[config.mk]
export PLATFORM = sky130hd
export DESIGN_NAME = kph_key
export DESIGN_NICKNAME = d
export VERILOG_FILES = /design/src/rtl/core/kph_pkg.sv /design/src/rtl/core/kph_key.sv
export SDC_FILE = /design/constraint.sdc
export NUM_CORES = 1
export LEC_CHECK = 0
export ABC_CLOCK_PERIOD_IN_PS = 6600
export BUFFER_PORTS_ARGS = -buffer_cell sky130_fd_sc_hd__buf_2
export CORE_MARGIN = 2
export CORE_UTILIZATION = 60
export DETAILED_ROUTE_END_ITERATION = 10
export MAX_ROUTING_LAYER = met4
export PLACE_DENSITY = 0.88
export SLEW_MARGIN = 20
export SYNTH_ARGS = -nofsm -noshare
export SYNTH_HDL_FRONTEND = slang
export SYNTH_SLANG_ARGS = --single-unit
[constraint.sdc]
create_clock -name clock -period 6.6 [get_ports clock]
set_clock_uncertainty 0.15 [all_clocks]
set_input_delay 0.66 -clock clock [delete_from_list [all_inputs] [get_ports clock]]
set_output_delay 0.66 -clock clock [all_outputs]
set_load 0.05 [all_outputs]
[src/rtl/core/kph_pkg.sv]
// Shared types and constants for the polynomial hash over GF(2^61-1).
// No dependencies.
package kph_pkg;
   localparam int KEY_W   = 64;
   localparam int FIELD_W = 61;
   localparam int COEF_COUNT = 8;
   localparam int INDEX_W = 3;
   localparam int HALF_W  = 31;
   localparam logic [FIELD_W-1:0] PRIME = {FIELD_W{1'b1}};

   typedef logic [FIELD_W-1:0] field_type;
   typedef logic [KEY_W-1:0]   key_type;
   typedef logic [INDEX_W-1:0] index_type;
endpackage

[src/rtl/core/kph_key.sv]
// Two-stage reduction of a signed 64-bit key into the field [0, 2^61-1).
// Depends on kph_pkg.
module kph_key
   import kph_pkg::*;
(
   input  logic      clock,
   input  logic      reset,
   input  logic      in_valid,
   output logic      in_ready,
   input  key_type   in_key,
   output logic      out_valid,
   input  logic      out_ready,
   output field_type out_x
);
   logic                 s1_valid_ff, s2_valid_ff;
   logic                 s1_ready, s2_ready;
   logic                 neg_ff;
   logic [FIELD_W:0]     fold_ff, fold_in;
   field_type            x_ff, x_in;
   key_type              mag;
   field_type            m;

   assign s2_ready = !s2_valid_ff || out_ready;
   assign s1_ready = !s1_valid_ff || s2_ready;
   assign in_ready = s1_ready;

   always_comb begin
      mag     = in_key[KEY_W-1] ? (~in_key + key_type'(1)) : in_key;
      fold_in = {1'b0, mag[FIELD_W-1:0]} + (FIELD_W+1)'(mag[KEY_W-1:FIELD_W]);
      m       = (fold_ff >= {1'b0, PRIME}) ? FIELD_W'(fold_ff - {1'b0, PRIME})
                                           : fold_ff[FIELD_W-1:0];
      x_in    = (neg_ff && m != '0) ? PRIME - m : m;
   end

   always_ff @(posedge clock) begin
      if (reset) begin
         s1_valid_ff <= 1'b0;
         s2_valid_ff <= 1'b0;
      end else begin
         if (s1_ready) s1_valid_ff <= in_valid;
         if (s2_ready) s2_valid_ff <= s1_valid_ff;
      end
      if (s1_ready && in_valid) begin
         fold_ff <= fold_in;
         neg_ff  <= in_key[KEY_W-1];
      end
      if (s2_ready && s1_valid_ff) x_ff <= x_in;
   end

   assign out_valid = s2_valid_ff;
   assign out_x     = x_ff;
endmodule

; ---- Yosys cells after proc, flatten, opt, wreduce, memory -nomap -nowiden
; Cells that the tools add are included.
[word_totals]
reg_bits = 126
inputBits = 68
out_inout_bits = 63
elab_cells = 22
[classes]
n_addsub = 4
magnitude_cmp = 1
muxes = 3
n_bitwise = 1
n_reduce_logical = 8
[ops]
columns = operator, count
row1 = 2-to-1 mux 61 bit, 2
row2 = adder 64 x 1 -> 64 bit (second input constant), 1
row3 = 2-to-1 mux 64 bit, 1
row4 = inverter 64 bit, 1
row5 = adder 61 x 3 -> 62 bit, 1
row6 = greater-or-equal comparator 62 x 61 -> 1 bit (second input constant), 1
row7 = nonzero test 61 bit, 1
row8 = subtractor 61 bit (first input constant), 1
row9 = subtractor 61 bit (second input constant), 1
row10 = logical AND 1 bit, 3
row11 = zero test 1 bit, 2
row12 = logical OR 1 bit, 2

; ---- Logic depth before layout (Yosys ltp)
; Gate-level depths: netlist (run 1).
[depth]
depth_word = 5
ltp_mapped = 20

; ---- Least setup slack after synthesis (run 1)
; No wires, ideal clock.
[synth_path]
path_kind = in2reg
startpoint = input port in_key[43]
endpoint = register fold_ff[42] (data pin)
setup_ps = 267
arrival_time_ps = 5363
required_ps = 6183
setup_slack_ps = 821
stages = 17
path_buffers = 1
cell_sequence = or4_1 > or4_1 > clkbuf_1 > or4_1 > o21ai_0 > xnor2_1 > inv_1 > fa_1 > inv_1 > a21oi_1 > nor3_1 > nand4_1 > or4_1 > nor4_1 > and2_1 > nand2_1 > xor2_1
[synth_between]
elab_chain_cells = 4
[synth_rtl]
columns = item, line
row1 = "start, declared", kph_key.sv:10  ; input key_type in_key,
row2 = inverter 64 bit, kph_key.sv:28  ; mag = in_key[KEY_W-1] ? (~in_key + key_type'(1)) : in_key;
row3 = adder 64 x 1 -> 64 bit, kph_key.sv:28
row4 = 2-to-1 mux 64 bit, kph_key.sv:28
row5 = adder 61 x 3 -> 62 bit, kph_key.sv:29  ; fold_in = {1'b0, mag[FIELD_W-1:0]} + (FIELD_W+1)'(mag[KEY_W-1:FIELD_W]);
row6 = net fold_in[42], kph_key.sv:18  ; logic [FIELD_W:0] fold_ff, fold_in;
row7 = "end signal, assigned", kph_key.sv:44  ; fold_ff <= fold_in;
row8 = "end, declared", kph_key.sv:18
; The timed path passes the listed nets, and every way through them passes these cells.
; A chain may end at the register's enable or synchronous reset.

; ---- Final worst setup path (run 1)
[layout_path]
startpoint = input port in_key[12]
endpoint = register fold_ff[46] (data pin)
[layout_between]
elab_chain_cells = 4
[layout_rtl]
columns = item, line
row1 = inverter 64 bit, kph_key.sv:28
row2 = adder 64 x 1 -> 64 bit, kph_key.sv:28
row3 = 2-to-1 mux 64 bit (*), kph_key.sv:28
row4 = adder 61 x 3 -> 62 bit (*), kph_key.sv:29
row5 = net fold_in[46], kph_key.sv:18
; The timed path passes the listed nets; every way through them passes the cells marked *.

==> impl_metrics.yaml, run 1 <==
grt:
  grt_pass1_vias: 9180
  grt_usage_pct: 34.7
  grt_overflow: 0
  antenna_found_initial: 0
  grt_pass1_wl_um: 49400
  grt_max_degree: 64
floorplan:
  die_h_um: 138
  ios: 131
  core-area_sq_um: 17400
  initial_core_util_pct: 61.8
  die_area_sq_um: 19000
  rows: 48
  die_x_um: 138
layout:
  fill_cells: 1365
  final_cell_area_sq_um: 12100
  drive_above_1_share_pct: 17.8
  areaGrowthSynthToFinish_pct: 12.4
  multiInputGateArea_sq_um: 6560
  fin_nets: 1355
  diodes: 0
  fin_util_pct: 69.5
  seq_area_sq_um: 3760
synth:
  synthMuxAreaShare_pct: 1.51
  synthFlopType: "edfxtp_1"
  synthAdderAreaFrac_pct: 0.767
  yosysSeqAreaShare_pct: 35.0
  synthSimpleGateAreaFrac_pct: 27.7
  syn_nets: 1262
  synth_top_family_by_area: "simple AND/OR/NAND/NOR gates"
  ys_seq_elements: 126
  synth-xor-area-share_pct: 19.0
  avgSynthCellArea_sq_um: 9.06
  async_reset_ff_share_pct: 0
  synth-edff-count: 124
  syn_area_sq_um: 10800
  ys_warn_count: 0
  postSynthCellCount: 1188
  synth_compound_area_share_pct: 11.6
  ys_types: 87
timing:
  hold_slack_ns: 0.271
  hold_violations: 0
  drv_slew: 0
  worstMarginPinSlew_ns: 1.18
  tns_ns: 0
  relSlewSlack_pct: 20.7
  setup_viol: 0
  final.min_clock_period_ns: 5.93
  fmax_ghz: 0.169
  rsz0062_at_grt: "no"
  period_share_pct: 89.8
clock_tree:
  ctsRootBufferMaster: "clkbuf_16"
  numCtsBuffers: 17
  clock_latency_ns: 0.41
  cts_max_level: 4
  cts_hold_buf: 0
  clk_pin_slew_ns: 0.06
  clockBufferDepth: 2
  post-cts-setup-buffers: 0
  clock_sinks: 126
  cts_tree: "done"
  cts_resized: 0
setup_path:
  critical_path_class: "in2reg"
  worstPathArrival_ns: 5.92
  r2r_start: "fold_ff[0]"
  crit_path_start: "in_key[12]"
  critical_path.startpoint_type: "input pin"
  cp_data_required_time_ns: 6.60
  endpoint_kind: "flop"
  cp_max_fo: 8
placement:
  place_area_sq_um: 11500
  io_buffers: 130
  dp_hpwl_um: 24400
  gp_congestion: 1.05
drt:
  first_pass_iters: 6
  wl_um: 31600
  drc: 0
  wire_per_inst_um: 20.8
  drtIter0Drc: 1197
  num_vias: 9943
  ant_nets: 0
  vias_per_cell: 6.55
power:
  finalPower_uw: 2490
  power_density_nw_per_um2: 206
  vdd_drop_max_mv: 0.146
  leakage_uw: 0.00394
min_path:
  min-delay-start: "reset"
  hold_path.class: "in2reg"
status:
  status: "finished clean"
run:
  drv_cap: 0
==> layout make-up <==
class / instances / share of cell area (%)
inverter: 22 / 0.682
clock inverter: 14 / 1.32
timing repair buffer: 152 / 6.84
sequential: 126 / 31.1
clock buffer: 18 / 3.55
multi-input combinational: 962 / 54.2
tap: 225 / 2.33
==> placed cells by master, fill, tap and decap left out, types with 5 or more instances in the layout <==
cell type	n
a311oi_1	5
or2_2	15
nor4b_1	5
nor3_1	53
nor4_2	5
ha_1	5
xor2_1	75
a21oi_1	19
o21ai_0	36
clkinv_4	5
nor2b_1	9
a21o_1	5
buf_2	130
or4_1	21
a211oi_1	10
and4_1	7
o31ai_1	14
nor2_1	95
nor4_1	42
o21a_1	5
mux2i_1	14
and3_1	18
nand3_1	51
a41oi_1	5
nand4b_1	5
and2_1	8
o41ai_1	15
edfxtp_1	124
buf_4	21
nand2_1	97
xnor2_1	156
nand4_1	46
clkbuf_16	17
a31oi_1	14
inv_1	22
nand2b_1	10
or3_1	18
==> worst max-delay path, stage by stage <==
cell and delay (ns):
buf_2 0.14, or4_4 0.60, nor3_1 0.36, nand3_1 0.28, or4_1 0.57, o21ai_0 0.22
xnor2_1 0.23, inv_1 0.11, fa_1 0.47, inv_1 0.07, a21oi_1 0.07, nor3_1 0.25
nand4_1 0.22, or3_1 0.47, nor4_2 0.37, nand4b_1 0.37, or2_1 0.34, xnor2_1 0.12
==> synth_stat cells, types with 14 or more instances <==
| master | number | share of area [%] |
|---|---|---|
| nor3_1 | 53 | 2.5 |
| xor2_1 | 75 | 6.1 |
| edfxtp_1 | 124 | 35 |
| a31oi_1 | 14 | 0.81 |
| nand4_1 | 46 | 2.7 |
| a21oi_1 | 19 | 0.88 |
| or4_1 | 21 | 1.5 |
| o31ai_1 | 14 | 0.98 |
| mux2i_1 | 14 | 1.3 |
| or3_1 | 18 | 1.0 |
| inv_1 | 22 | 0.77 |
| o21ai_0 | 36 | 1.7 |
| nand3_1 | 51 | 2.4 |
| nor4_1 | 42 | 2.4 |
| clkbuf_1 | 45 | 1.6 |
| and3_1 | 18 | 1.0 |
| or2_2 | 15 | 0.87 |
| xnor2_1 | 156 | 13 |
| o41ai_1 | 15 | 1.2 |
| nor2_1 | 95 | 3.3 |
| buf_2 | 16 | 0.74 |
| nand2_1 | 97 | 3.4 |
==> layer usage <==
metal / part of all wire (%) / global-route usage (%) / vias up
met5: 0 / - / -
met4: 5.0 / 18.4 / 0
met3: 9.2 / 3.91 / 102
met2: 45 / 53.0 / 624
met1: 41 / 45.5 / 4588
li1: - / - / 4629
==> worst paths after layout <==
| path | end | slack (ns) | cells after the start |
|---|---|---|---|
| setup / recovery | fold_ff[46] | 0.67 | 18 |
| hold / removal | out_valid | 0.27 | 2 |
| setup reg to reg | out_x[10] | 1.03 | 12 |
| hold reg to reg | out_valid | 0.39 | 2 |
==> where the power goes <==
| group | leakage [uW] | internal [uW] | switching, uW |
|---|---|---|---|
| clock network | 0.000274 | 561 | 356 |
| logic | 0.00246 | 183 | 340 |
| registers | 0.00120 | 967 | 86.4 |
==> sequential cells by signal, summed over array words and instances (netlist names) <==
| signal | count |
|---|---|
| fold_ff | 62 |
| neg_ff | 1 |
| out_valid | 1 |
| out_x | 61 |
| s1_valid_ff | 1 |
==> logic make-up after synthesis <==
kind of cell	Yosys count
compound gates	172
xor+xnor	232
fa+ha+maj	6
buf+inv	100
flops	126
mux	16
simple gates	536
==> through the flow <==
stage	instances	setup WS [ns]
global placement	1487	0.471
finish	1519	0.674
detailed placement	1487	0.320
CTS	1519	0.747
global route	1519	0.266
floorplan	1188	0.821
Power figures use the tool's default switching activity.
==> run 2, diff against run 1 <==
--- a/config.mk
+++ b/config.mk
@@ -9,9 +9,10 @@
 export BUFFER_PORTS_ARGS = -buffer_cell sky130_fd_sc_hd__buf_2
 export CORE_MARGIN = 2
 export CORE_UTILIZATION = 60
+export CTS_CLUSTER_DIAMETER = 150
 export DETAILED_ROUTE_END_ITERATION = 10
 export MAX_ROUTING_LAYER = met4
-export PLACE_DENSITY = 0.88
+export PLACE_DENSITY = 0.82
 export SLEW_MARGIN = 20
 export SYNTH_ARGS = -nofsm -noshare
 export SYNTH_HDL_FRONTEND = slang
==> run 2 against run 1 <==
  * Clock power up 6.0%
  * Non-clock buffer count up 4
  * Setup slack better by 0.12 ns
  * Final cell count up 0.26%
  * Via count up 0.71%
  * Critical path depth up 2
  * Die area unchanged
  * Core utilization up 0.29 points
  * Sequential share of layout area down 0.13 points
  * Routed wire length up 2.2%
  * First-iteration DRC count up 1.4%
  * Critical path type unchanged
==> impl_metrics.yaml, run 2 (synthesized netlist as in run 1, its figures left out) <==
placement:
  io_buffers: 130
  dp_hpwl_um: 24500
  post-place-ws_ns: 0.403
  gp_congestion: 0.988
layout:
  fin_nets: 1359
  drive_above_1_share_pct: 18.0
  areaGrowthSynthToFinish_pct: 12.9
  layout_commonest_cell: "xnor2_1"
  layout_common_cells: "xnor2_1 (156), buf_2 (130), edfxtp_1 (124)"
  diodes: 0
  regMostFlops: "fold_ff"
  largest_reg_flops: 62
drt:
  first_pass_iters: 5
  drtIter0Drc: 1214
  drc: 0
  vias_per_cell: 6.58
  wl_um: 32300
  ant_nets: 0
  num_vias: 10000
  wire_per_inst_um: 21.2
setup_path:
  ff2ff_setup_slack_ns: 1.04
  max_stage_delay_ns: 0.59
  cp_max_fo: 8
  worst_path_max_delay_cell: "or4_1"
  cp.buffers_inverters: 4
  path_cells: "buf_2, or4_1, or4_1, buf_4, nor3_2, nand2_1, o21ai_0, xnor2_1, ha_1, inv_1, fa_1, inv_1, a21oi_1, nor3_1, nand4_1, or3_1, nor4_2, nand4b_1, or2_1, xnor2_1"
  worstPathArrival_ns: 5.82
  endpoint_kind: "flop"
  crit_family: "simple AND/OR/NAND/NOR gates"
  cp_data_required_time_ns: 6.61
  critical_path.startpoint_type: "input pin"
  critical_path_class: "in2reg"
grt:
  grt_overflow: 0
  grt_pass1_wl_um: 50200
  antenna_found_initial: 0
  grt_pass1_vias: 9078
  grt_usage_pct: 35.5
  grt_max_degree: 64
timing:
  rsz0062_at_grt: "no"
  relSlewSlack_pct: 32.6
  setup_slack_ns: 0.792
  hold_violations: 0
  drv_slew: 0
  worstMarginPinSlew_ns: 1.01
  fmax_ghz: 0.172
  period_share_pct: 88.0
  tns_ns: 0
  setup_viol: 0
  final.min_clock_period_ns: 5.81
clock_tree:
  ctsRootBufferMaster: "clkbuf_16"
  clk_pin_slew_ns: 0.06
  cts_tree: "done"
  cts_hold_buf: 0
  clockBufferDepth: 2
  post-cts-setup-buffers: 0
  cts_max_level: 4
  cts_resized: 0
  clock_sinks: 126
  numCtsBuffers: 17
  clock_latency_ns: 0.43
floorplan:
  die_x_um: 138
  rows: 48
  die_h_um: 138
  core-area_sq_um: 17400
  initial_core_util_pct: 61.8
  ios: 131
  die_area_sq_um: 19000
power:
  vdd_drop_max_mv: 0.191
  switching_share_pct: 31.4
  power.clock.fraction_pct: 38.2
  p_seq_share_pct: 41.3
  pwr-share-comb_pct: 20.6
  internal_power_uw: 1750
  p_switching_uw: 801
  power_density_nw_per_um2: 210
  leakage_uw: 0.00397
run:
  drv_cap: 0
min_path:
  hold_path.class: "in2reg"
status:
  status: "finished clean"
-- run 2: changes by cell type in the layout (fill, tap and decap cells not counted) --
cell       change
buf_4          +4
clkinv_4       -3
inv_6          +2
bufinv_16      +1
clkbuf_1       -1
clkinv_1       +1
-- run 2: power groups by stage --
stage | registers [uW] | clock network, uW | logic, uW
2_1_floorplan | 1100 | 0 | 329
3_3_place_gp | 1060 | 0 | 503
3_5_place_dp | 1060 | 0 | 514
4_1_cts | 1050 | 980 | 517
5_1_grt | 1060 | 1010 | 564
6_report | 1050 | 973 | 524
-- run 2: final cells by class --
type	instances	area, sq um
sequential	126	3760
clock buffer	17	425
tap	225	282
timing repair buffer	156	858
clock inverter	15	185
multi-input combinational	962	6560
fill	1362	5260
inverter	22	82.6
-- run 2: worst paths after layout --
check	start	endpoint	cells after the start
worst max-delay path	in_key[43]	fold_ff[46]	20
worst min-delay path	reset	out_valid	2
worst max register to register	fold_ff[24]	out_x[40]	11
worst min register to register	s1_valid_ff	out_valid	2
-- run 2: worst reg2reg max path: cells and delay by family (launching register included) --
family / cells / cell delay (ns)
and+or+nand+nor: 6 / 2.53
AOI/OAI and AO/OA: 2 / 1.13
xor gates and xnor gates: 2 / 0.60
DFF: 1 / 0.52
buffers and inverters: 1 / 0.39
-- run 2: metrics by stage --
step / power, uW / hold slack, ns / area, sq um / cells / utilization (%)
after detailed placement: 1580 / 0.398 / 11500 / 1491 / 66.3
after global placement: 1560 / 0.357 / 11500 / 1491 / 66.3
final: 2550 / 0.251 / 12200 / 1523 / 69.8
after CTS: 2540 / 0.247 / 12200 / 1523 / 69.8
after floorplan: 1430 / 0.328 / 10800 / 1188 / -
after global routing: 2640 / 0.257 / 12200 / 1523 / 69.8
-- run 2: metal layers --
layer  vias to the layer above  wire length (um)  global-route usage (%)
met5                         -                 0                       -
met4                         0              1490                    17.7
met2                       674             14600                    53.4
li1                       4636                 -                       -
met3                       104              2930                    4.13
met1                      4600             13200                    47.6
==> run 3, diff against run 2 <==
--- a/config.mk
+++ b/config.mk
@@ -7,7 +7,7 @@
 export LEC_CHECK = 0
 export ABC_CLOCK_PERIOD_IN_PS = 6600
 export BUFFER_PORTS_ARGS = -buffer_cell sky130_fd_sc_hd__buf_2
-export CORE_MARGIN = 2
+export CORE_MARGIN = 3
 export CORE_UTILIZATION = 60
 export CTS_CLUSTER_DIAMETER = 150
 export DETAILED_ROUTE_END_ITERATION = 10
==> run 3 against run 2 <==
  * Via count is 1.8% lower
  * Critical path depth fell by 3
  * Sequential power barely moved
  * Non-clock buffer count fell by 2
  * Largest cell class unchanged
  * Largest power group unchanged
  * Highest routed layer unchanged
==> impl_metrics.yaml, run 3 (synthesized netlist as in run 1, its figures left out) <==
status:
  status: "finished clean"
run:
  drv_cap: 0
layout:
  layout_commonest_cell: "xnor2_1"
  largest_reg_flops: 62
  regMostFlops: "fold_ff"
  drive_above_1_share_pct: 17.9
  areaGrowthSynthToFinish_pct: 12.3
  layout_common_cells: "xnor2_1 (156), buf_2 (130), edfxtp_1 (124)"
  fin_nets: 1357
  diodes: 0
  fill_cells: 1442
drt:
  drc: 0
  wire_per_inst_um: 20.7
  first_pass_iters: 6
  vias_per_cell: 6.46
  num_vias: 9832
  ant_nets: 0
  wl_um: 31600
  drtIter0Drc: 1077
timing:
  worstMarginPinSlew_ns: 1.08
  setup_viol: 0
  fmax_ghz: 0.170
  final.min_clock_period_ns: 5.87
  rsz0062_at_grt: "no"
  hold_violations: 0
  drv_slew: 0
  tns_ns: 0
  relSlewSlack_pct: 27.2
  period_share_pct: 89.0
grt:
  grt_pass1_wl_um: 50600
  grt_max_degree: 64
  antenna_found_initial: 0
  grt_usage_pct: 33.1
  grt_pass1_vias: 9270
  grt_overflow: 0
power:
  leakage_uw: 0.00394
  finalPower_uw: 2450
  power_density_nw_per_um2: 203
  vdd_drop_max_mv: 0.160
clock_tree:
  ctsRootBufferMaster: "clkbuf_16"
  cts_resized: 0
  clock_latency_ns: 0.42
  clockBufferDepth: 2
  cts_max_level: 4
  cts_hold_buf: 0
  clock_sinks: 126
  post-cts-setup-buffers: 0
  numCtsBuffers: 17
  cts_tree: "done"
  clk_pin_slew_ns: 0.06
setup_path:
  endpoint_kind: "flop"
  critical_path_class: "in2reg"
  worstPathArrival_ns: 5.88
  cp_data_required_time_ns: 6.61
  cp_max_fo: 8
  critical_path.startpoint_type: "input pin"
  ff2ff_setup_slack_ns: 1.37
floorplan:
  die_h_um: 140
  ios: 131
  die_x_um: 140
  rows: 48
  die_area_sq_um: 19600
  core-area_sq_um: 17400
  initial_core_util_pct: 61.8
min_path:
  hold_path.class: "in2reg"
placement:
  dp_hpwl_um: 24500
  gp_congestion: 1.04
  io_buffers: 130
==> run 3: path summary, 6_finish.rpt <==
path,from,endpoint,depth (start not counted)
min reg2reg,s1_valid_ff,out_valid,2
min,reset,s1_valid_ff,2
max,in_key[43],fold_ff[46],17
max reg2reg,fold_ff[24],out_x[40],11
==> run 3: worst max-delay path, cell delays in order <==
cell and delay [ns]:
buf_2 0.13, or4_1 0.59, or4_1 0.64, or4_1 0.59
o21ai_0 0.21, xnor2_1 0.22, inv_1 0.11, fa_1 0.46
inv_1 0.07, a21oi_1 0.08, nor3_1 0.23, nand4_1 0.21
or3_1 0.45, nor4_2 0.39, nand4b_1 0.37, or2_1 0.34
xnor2_1 0.12
==> run 3: stage by stage <==
step           utilization (%)  area [sq um]  hold WS (ns)  std cells  setup slack (ns)
6_report                  69.4         12100         0.255       1521             0.725
5_1_grt                   69.4         12100         0.264       1521             0.298
4_1_cts                   69.4         12100         0.246       1521             0.780
3_5_place_dp              66.2         11500         0.381       1489             0.357
3_3_place_gp              66.2         11500         0.352       1489             0.420
2_1_floorplan                -         10800         0.328       1188             0.821
==> run 3: final cells by class <==
class	count	area, sq um	share of cell area (%)
sequential	126	3760	31.1
inverter	22	82.6	0.683
multi-input combinational	962	6560	54.2
timing repair buffer	154	843	6.98
tap	225	282	2.33
clock inverter	13	119	0.983
clock buffer	19	443	3.66
==> run 3: layer usage <==
metal / track usage [%] / vias to the layer above / routed length [um]
met5: - / - / 0
met4: 17.4 / 0 / 1610
met3: 3.35 / 96 / 2440
met2: 49.0 / 553 / 14000
met1: 45.5 / 4551 / 13500
li1: - / 4632 / -
==> run 3: report_power, final <==
part           leakage [uW]  total, uW  switching (uW)  internal, uW
Clock              0.000265        878             350           528
Sequential          0.00120       1050            86.0           967
Combinational       0.00247        521             338           183
